File: config.mk
export PLATFORM = sky130hd
export DESIGN_NAME = gqn_regs
export DESIGN_NICKNAME = d
export VERILOG_FILES = /design/src/sv/gqn_pkg.sv /design/src/sv/gqn_regs.sv
export SDC_FILE = /design/constraint.sdc
export NUM_CORES = 1
export LEC_CHECK = 0
export BUFFER_PORTS_ARGS = -buffer_cell sky130_fd_sc_hd__clkbuf_2
export CAP_MARGIN = 20
export CORE_MARGIN = 5
export CORE_UTILIZATION = 38
export CTS_BUF_LIST = sky130_fd_sc_hd__clkbuf_8
export CTS_CLUSTER_DIAMETER = 120
export DETAILED_ROUTE_END_ITERATION = 10
export HOLD_SLACK_MARGIN = 0.05
export PLACE_DENSITY = 0.92
export SLEW_MARGIN = 15
export SYNTH_ARGS = -nofsm -noshare
export SYNTH_HDL_FRONTEND = slang
export SYNTH_SLANG_ARGS = --single-unit
File: constraint.sdc
create_clock -name i_clk -period 0.8 [get_ports i_clk]
set_input_delay 0.08 -clock i_clk [delete_from_list [all_inputs] [get_ports i_clk]]
set_output_delay 0.08 -clock i_clk [all_outputs]
set_load 0.02 [all_outputs]
File: src/sv/gqn_pkg.sv
// gqn_pkg: shared constants, operation codes and controller/datapath
// interface structs for the groove quantizer. No dependencies.
`default_nettype none
package gqn_pkg;

    localparam int TABLE_DEPTH = 256;
    localparam int IDX_W       = $clog2(TABLE_DEPTH);
    localparam int CNT_W       = $clog2(TABLE_DEPTH + 1);

    localparam int POS_W       = 32;
    localparam int VEL_W       = 7;
    localparam int STR_W       = 9;
    localparam int PROD_W      = POS_W + STR_W;
    localparam int STR_FRAC    = 8;

    localparam logic [STR_W-1:0] STR_RESET = 9'd256;

    localparam logic [1:0] OP_CLEAR = 2'd0;
    localparam logic [1:0] OP_LOAD  = 2'd1;
    localparam logic [1:0] OP_QUANT = 2'd2;

    localparam logic REG_POS_STR = 1'b0;
    localparam logic REG_VEL_STR = 1'b1;

    typedef struct packed {
        logic cap;
        logic scan;
        logic mul;
        logic fin;
        logic push;
    } t_cmd;

    typedef struct packed {
        logic scan_done;
        logic out_free;
    } t_sts;

endpackage
`default_nettype wire

File: src/sv/gqn_regs.sv
// gqn_regs: APB configuration registers (position and velocity strength).
// Depends on gqn_pkg.
`default_nettype none
module gqn_regs
    import gqn_pkg::*;
(
    input  wire logic             i_clk,
    input  wire logic             i_rst_n,
    input  wire logic             psel,
    input  wire logic             penable,
    input  wire logic             pwrite,
    input  wire logic [2:0]       paddr,
    input  wire logic [31:0]      pwdata,
    output logic      [31:0]      prdata,
    output logic                  pready,
    output logic      [STR_W-1:0] o_pos_str,
    output logic      [STR_W-1:0] o_vel_str
);

    logic [STR_W-1:0] r_pos_str;
    logic [STR_W-1:0] r_vel_str;
    logic             w_wr;

    assign w_wr   = psel & penable & pwrite;
    assign pready = 1'b1;

    always_ff @(posedge i_clk) begin
        if (!i_rst_n) begin
            r_pos_str <= STR_RESET;
            r_vel_str <= STR_RESET;
        end else if (w_wr) begin
            if (paddr[2] == REG_POS_STR) begin
                r_pos_str <= pwdata[STR_W-1:0];
            end else begin
                r_vel_str <= pwdata[STR_W-1:0];
            end
        end
    end

    always_comb begin
        if (paddr[2] == REG_POS_STR) begin
            prdata = {{(32-STR_W){1'b0}}, r_pos_str};
        end else begin
            prdata = {{(32-STR_W){1'b0}}, r_vel_str};
        end
    end

    assign o_pos_str = r_pos_str;
    assign o_vel_str = r_vel_str;

endmodule
`default_nettype wire

==> run metrics <==
run status=finished with violations; violations in the final reports=negative setup slack; min Tclk post-route=approximately 1.1 ns; overall track demand over capacity in global routing=12.93%; Power per Cell Area=1145 mW/mm^2; launch point of the worst path=o_pos_str[1]; share of cells above drive strength 1=between 60% and 70%; clock tree from TritonCTS=done; number of different library cells in the post-synthesis netlist=11; number of maximum-capacitance constraint violations=0; final standard cell utilization of the core=a little over two thirds; Core Box Area=~0.0025 mm^2; data arrival time at the worst-slack endpoint=0.97 ns; multi-input combinational cell area=528.0 um^2; number of pins with negative max-slew slack in the final report=0; most common cell after layout, fill and taps aside=buf_6; boundary pin count=91; CTS clock-pin slew for the worst setup and hold paths=0.06 ns; worst min path class=in -> reg; DR vias/cell=about 4.3; beginning of the worst register-to-register path=o_pos_str[1]; Nets=214; average footprint of a synthesized cell=9.478 um^2; port buffer count=41; start point of the worst hold path=pwdata[1]; RePlAce Congestion=0.6413; first-iteration detailed-routing DRC count=17; top post-synthesis cells by area=dfxtp_1 (36%), buf_4 (19%), mux2i_1 (18%); worst reg2reg setup slack=0.02 ns; die span in y=61.42 um; Crit Path Class=reg -> out; number of buffers added by the clock tree synthesis step=3; summed instance area of the synthesized netlist=about 0.0010 mm^2; Critical Path End Type=output port; setup repair after global routing missed its margin=yes; leakage power summed over all cells=0.9509 nW; number of design rule violations left after detail routing=0; top cell type by total area after synthesis=dfxtp_1; total number of vias=864; clock tree sinks=18; final setup fails=27; maximum number of buffers from clock root to sink=2; Antenna Cells=0; wire length of the first global-routing pass=approximately 3.6 mm; Post-Layout Cell Count=202; FF+latch count, synth=18; relative area change from synthesis to final layout=74.97%; highest achievable clock rate=948.5 MHz; placed cell count=193; most frequent cells in the layout=buf_6 (26), conb_1 (24), nand2_1 (21); area fraction of the dominant cell type after synthesis=35.87%; number of nets still failing antenna checks after routing=0; initial core utilization=about two fifths; full die area=0.003772 mm^2; post-route fraction of the period consumed by the critical path=131.8%; fillers=179; aggregate routed wire length=2.714 mm; pin count of the biggest net entering global routing=14; Synth Instances=106; number of global-route vias before repair=841; yosys warns=0; required time of the worst setup path=roughly 0.72 ns; Layout Skew=0 ns; footprint of the flip-flops and latches=382.9 um^2; setup slack after layout=-0.2543 ns; clock latency reported for the late side of the worst-skew pair=between 0.2 and 0.25 ns; initial antenna violation count=0; post-cts hold buffer count=0; clock root buffer master=clkbuf_8; drt first pass iters=3; maximum fanout along the worst path=2; Overflow after GRT=0; sequential share of the synthesized area=35.87%; estimated wirelength of the detail-placed design=1.878 mm; number of H-tree levels=1; startpoint kind of the worst setup timing path=flop; die span in x=61.42 um; number of rows in the core area=18; endpoints failing hold=0; worst IR drop on VDD=1113 uV; Wirelength per Cell=about 13 um
-- layer usage --
metal  up-vias  part of all wire [%]  track usage (%)  wire (um)
met5         -                     0                0          0
met3         2                   8.0            3.354        218
met2        38                    53            24.92       1445
met1       392                    38            14.07       1039
li1        432                     -                -          -
met4         0                  0.37            2.727         10
-- critical path: stages (launching register included) --
cell,delay (ns)
dfxtp_2,0.33
mux2_4,0.27
buf_6,0.13
-- final cells by class --
cell class | count | area share [%]
tap | 30 | 2.135
multi-input combinational | 80 | 30.04
sequential | 18 | 21.78
clock buffer | 3 | 2.349
timing repair buffer | 71 | 43.70
-- registers in the layout (all words and copies together), names as in the netlist --
signal     flops
o_vel_str      9
o_pos_str      9
-- synthesized netlist by cell type (all sizes together) --
cell,count
buf,30
nand2,24
dfxtp,18
mux2i,18
mux2,9
nor2b,3
conb,2
nand4,1
nand4b,1
-- power by group --
group	total, W	leakage [nW]	internal (W)	switching (W)
logic	0.000476	0.777	0.000213	0.000264
clock network	0.000603	0.0216	0.000333	0.000269
registers	0.000933	0.153	0.000920	0.0000133
total	0.00201	0.951	0.00147	0.000546
-- stage by stage --
stage | setup TNS, ns | setup slack [ns] | instance area, um^2 | hold WS, ns | total power [W]
CTS | -4.282 | -0.2701 | 1609 | 0.06924 | 0.001981
floorplan | 0 | 0.02119 | 1087 | 0.2410 | 0.001277
detailed placement | -1.881 | -0.1224 | 1323 | 0.3405 | 0.001326
global placement | -1.364 | -0.09688 | 1323 | 0.3361 | 0.001318
global route | -4.424 | -0.2850 | 1758 | 0.08001 | 0.002105
finish | -3.711 | -0.2543 | 1758 | 0.07265 | 0.002012
-- final timing paths --
| kind | end | cells after the start |
|---|---|---|
| max | prdata[1] | 2 |
| min | o_vel_str[1] | 3 |
| max reg2reg | o_pos_str[1] | 4 |
| min reg2reg | o_vel_str[5] | 3 |
-- timing repair --
action	CTS	global route
setup endpoints to repair	27	27
resized for setup	65	67
setup buffers	2	12
pin swaps	0	0
-- cell families (layout without fill, tap and decap cells) --
kind of cell	count (synthesis)	count (layout)	share of synthesized area, %
buffers and inverters	30	74	22.42
DFF	18	18	35.87
muxes	27	27	28.02
other	2	24	0.7475
and+or+nand+nor	29	29	12.95
(Power assumes the default switching activity.)
