<file path="src/sv/gqn_pkg.sv">
// gqn_pkg: shared constants, operation codes and controller/datapath
// interface structs for the groove quantizer. No dependencies.
`default_nettype none
package gqn_pkg;

    localparam int TABLE_DEPTH = 256;
    localparam int IDX_W       = $clog2(TABLE_DEPTH);
    localparam int CNT_W       = $clog2(TABLE_DEPTH + 1);

    localparam int POS_W       = 32;
    localparam int VEL_W       = 7;
    localparam int STR_W       = 9;
    localparam int PROD_W      = POS_W + STR_W;
    localparam int STR_FRAC    = 8;

    localparam logic [STR_W-1:0] STR_RESET = 9'd256;

    localparam logic [1:0] OP_CLEAR = 2'd0;
    localparam logic [1:0] OP_LOAD  = 2'd1;
    localparam logic [1:0] OP_QUANT = 2'd2;

    localparam logic REG_POS_STR = 1'b0;
    localparam logic REG_VEL_STR = 1'b1;

    typedef struct packed {
        logic cap;
        logic scan;
        logic mul;
        logic fin;
        logic push;
    } t_cmd;

    typedef struct packed {
        logic scan_done;
        logic out_free;
    } t_sts;

endpackage
`default_nettype wire

</file>
<file path="src/sv/gqn_ctrl.sv">
// gqn_ctrl: sequencing state machine for the groove quantizer.
// Depends on gqn_pkg; drives t_cmd, reads t_sts from gqn_dp.
`default_nettype none
module gqn_ctrl
    import gqn_pkg::*;
(
    input  wire logic       i_clk,
    input  wire logic       i_rst_n,
    input  wire logic       i_in_valid,
    input  wire logic [1:0] i_operation,
    input  wire t_sts       i_sts,
    output logic            o_in_stall,
    output t_cmd            o_cmd
);

    localparam logic [2:0] S_IDLE = 3'd0;
    localparam logic [2:0] S_SCAN = 3'd1;
    localparam logic [2:0] S_MUL  = 3'd2;
    localparam logic [2:0] S_FIN  = 3'd3;
    localparam logic [2:0] S_DONE = 3'd4;

    logic [2:0] r_state;
    logic [2:0] n_state;

    always_ff @(posedge i_clk) begin
        if (!i_rst_n) begin
            r_state <= S_IDLE;
        end else begin
            r_state <= n_state;
        end
    end

    always_comb begin
        n_state = r_state;
        o_cmd   = '0;
        case (r_state)
            S_IDLE: begin
                if (i_in_valid) begin
                    o_cmd.cap = 1'b1;
                    n_state   = (i_operation == OP_QUANT) ? S_SCAN : S_DONE;
                end
            end
            S_SCAN: begin
                o_cmd.scan = 1'b1;
                if (i_sts.scan_done) begin
                    n_state = S_MUL;
                end
            end
            S_MUL: begin
                o_cmd.mul = 1'b1;
                n_state   = S_FIN;
            end
            S_FIN: begin
                o_cmd.fin = 1'b1;
                n_state   = S_DONE;
            end
            S_DONE: begin
                if (i_sts.out_free) begin
                    o_cmd.push = 1'b1;
                    n_state    = S_IDLE;
                end
            end
            default: begin
                n_state = S_IDLE;
            end
        endcase
    end

    assign o_in_stall = (r_state != S_IDLE);

endmodule
`default_nettype wire

</file>
<file path="config.mk">
export PLATFORM = sky130hd
export DESIGN_NAME = gqn_ctrl
export DESIGN_NICKNAME = d
export VERILOG_FILES = /design/src/sv/gqn_pkg.sv /design/src/sv/gqn_ctrl.sv
export SDC_FILE = /design/constraint.sdc
export NUM_CORES = 1
export LEC_CHECK = 0
export ABC_AREA = 0
export BUFFER_PORTS_ARGS = -buffer_cell sky130_fd_sc_hd__clkbuf_2
export CORE_AREA = 3 3 40 42
export CTS_BUF_LIST = sky130_fd_sc_hd__clkbuf_16
export DETAILED_ROUTE_END_ITERATION = 8
export DIE_AREA = 0 0 43 45
export PLACE_DENSITY = 0.5
export SLEW_MARGIN = 5
export SYNTH_ARGS = -nofsm -noshare
export SYNTH_HDL_FRONTEND = slang
export SYNTH_SLANG_ARGS = --single-unit
</file>
<file path="constraint.sdc">
create_clock -name i_clk -period 2.79 [get_ports i_clk]
set_input_delay 0.1395 -clock i_clk [delete_from_list [all_inputs] [get_ports i_clk]]
set_output_delay 0.1395 -clock i_clk [all_outputs]
set_load 0.005 [all_outputs]
</file>
==> impl_metrics.json <==
{
  "outcome": "finished, final reports clean",
  "worstSkewPairLatency_ps": 220,
  "drive_gt1_share_pct": 39.5,
  "cts.sinks": 3,
  "ys_types": 17,
  "synth_top_area_share_pct": 24.4,
  "grt_pass1_vias": 232,
  "cts_buffers": 3,
  "ios": 13,
  "slew_violations": 0,
  "drtAntennaViolNets": 0,
  "seqPwrFrac_pct": 17.6,
  "required_ps": 2650,
  "fill_cells": 142,
  "synthAdderAreaFrac_pct": 0,
  "largest_reg_flops": 3,
  "worst-setup-path-type": "reg -> out",
  "slowest_delay_ps": 550,
  "overflow": 0,
  "clock_skew_ps": 0.349,
  "synth_fp_nets": 36,
  "num_vias": 249,
  "nets": 51,
  "synthCells": 29,
  "critPathCaptureType": "output port",
  "multiInputGateArea_um2": 156,
  "clock_power_share_pct": 71.2,
  "io_buffers": 12,
  "wire_per_inst_um": 9.74,
  "holdBufCountCts": 0,
  "htree_levels": 1,
  "p_per_area_nw_per_um2": 822,
  "ys_seq_elements": 3,
  "clockBufferDepth": 2,
  "synth_top_area_cell": "dfxtp_1",
  "antenna_found_initial": 0,
  "cp-start-kind": "flip-flop",
  "syn_area_um2": 246,
  "hold_viol_final": 0,
  "wl_met2_um": 230,
  "hold_path.class": "in -> reg",
  "fin_crit_ps": 1310,
  "regArea_um2": 60.1,
  "dp_hpwl_um": 400,
  "grt_util_all_layers_pct": 7.01,
  "synthArstFlopShare_pct": 0,
  "placed_cells": 54,
  "synth_area_leaders": "dfxtp_1, buf_6, nand3b_1",
  "max_freq_mhz": 765,
  "core_um2": 1280,
  "gp_congestion": 0.723,
  "p_leak_nw": 0.184,
  "worst_ir_drop_vdd_uv": 201,
  "reg_top3": "r_state x3",
  "relSlewSlack_pct": 73.5,
  "drt_iter0_drc": 6,
  "synth_common_cells": "dfxtp_1, nand2b_1, nand3b_1",
  "synth_seq_area_share_pct": 24.4,
  "dieArea_um2": 1940,
  "synth_top_family_by_area": "simple AND/OR/NAND/NOR gates",
  "cts_resized": 0,
  "synthXorXnorAreaFrac_pct": 0,
  "post-route-period-util_pct": 46.8,
  "areaGrowthSynthToFinish_pct": 54.8,
  "routed_via_density": 4.29,
  "arrival_ps": 1170,
  "crit_fanout": 11,
  "cap_violations": 0,
  "final_cells": 58,
  "die_y_um": 45,
  "rsz0062_at_grt": "no",
  "clkTransAtPathRegs_ps": 30,
  "diodes": 0,
  "wl_um": 565,
  "top_layer_used": "met3",
  "path_cells": "nor2_1, and3_1, clkbuf_2",
  "grt_pass1_wl_um": 931,
  "yosysWarnings": 0,
  "cts_tree": "yes",
  "dr.pass1.iters": 4,
  "tightest_slew_ps": 397,
  "grt_max_degree": 12,
  "remaining_drc_errors": 0,
  "cts_setup_buffers": 0,
  "slowest_stage": "dfxtp_1",
  "tns_ps": 0,
  "synth_edf_count": 0,
  "synthFlopType": "dfxtp_1",
  "setup_viol": 0,
  "placementRows": 13,
  "p_sw_share_pct": 19.8,
  "cts_root_buf": "clkbuf_16",
  "synth-compound-area-share_pct": 13.2,
  "syn_area_per_cell_um2": 8.50,
  "die_width_um": 43,
  "dr_wl_met3_um": 56,
  "muxShareOfSynthArea_pct": 6.09,
  "wl_met1_um": 277,
  "p_int_w": 0.000252,
  "power.switching_w": 0.0000623,
  "start_util_pct": 19.2,
  "synthSimpleGateAreaFrac_pct": 44.2,
  "combPwrFrac_pct": 11.1,
  "largest-register": "r_state"
}
-- power groups by stage --
stage,clock network [W],registers [W],logic (W)
after floorplan,0,0.0000516,0.0000260
after global placement,0,0.0000554,0.0000353
after detailed placement,0,0.0000559,0.0000349
after CTS,0.000227,0.0000553,0.0000351
after global routing,0.000234,0.0000562,0.0000390
final,0.000224,0.0000553,0.0000350
-- cell families after synthesis --
group	Yosys count
AND/OR/NAND/NOR	16
AO/OA/AOI/OAI	5
flip-flops	3
buffers and inverters	4
multiplexers	1
-- through the flow --
step | instance area [um2] | util [%] | hold slack, ps | worst slack, ps | total power (W)
floorplan | 246 | - | 268 | 1800 | 0.0000776
global placement | 303 | 23.6 | 384 | 1570 | 0.0000908
detailed placement | 303 | 23.6 | 386 | 1530 | 0.0000908
CTS | 382 | 29.7 | 153 | 1470 | 0.000318
global route | 382 | 29.7 | 156 | 1360 | 0.000329
finish | 382 | 29.7 | 157 | 1480 | 0.000314
-- final timing paths --
path | from | to | slack (ps) | depth (start not counted)
worst min register to register | r_state[2]$_SDFFE_PN0P_ | r_state[2]$_SDFFE_PN0P_ | 610 | 2
worst min-delay path | i_rst_n | r_state[2]$_SDFFE_PN0P_ | 160 | 3
worst max-delay path | r_state[0]$_SDFFE_PN0P_ | o_cmd[0] | 1480 | 3
worst max register to register | r_state[0]$_SDFFE_PN0P_ | r_state[2]$_SDFFE_PN0P_ | 1550 | 3
-- cell usage in the layout, fill, tap and decap left out --
cell type,n
or2_0,1
mux2_4,1
dfxtp_1,3
nand3b_1,3
nor3b_1,2
nand2_1,1
inv_1,3
nor2_1,2
and2_1,1
o31ai_1,1
nor3_4,1
nand2b_1,3
clkbuf_16,3
a31oi_1,1
a32oi_1,1
clkbuf_2,12
a21oi_1,2
and3_1,2
-- final cells by class --
type / count / share of cell area, %
Multi-Input combinational cell: 22 / 41.0
Clock buffer: 3 / 19.7
Sequential cell: 3 / 15.7
Tap cell: 15 / 4.92
Inverter: 2 / 1.97
Clock inverter: 1 / 0.984
Timing Repair Buffer: 12 / 15.7
-- critical path, delay by kind of cell, from the launching register on --
| family | cells | cell delay (ps) |
|---|---|---|
| DFF | 1 | 550 |
| buffers and inverters | 1 | 100 |
| and+or+nand+nor | 2 | 290 |
-- metal layers --
| layer | track usage, % | vias to the layer above |
|---|---|---|
| met3 | 2.79 | 0 |
| met4 | 9.04 | 0 |
| met1 | 8.72 | 104 |
| met5 | 0 | - |
| li1 | - | 130 |
| met2 | 7.78 | 15 |
Note: power is estimated with default switching activity, not from simulation.
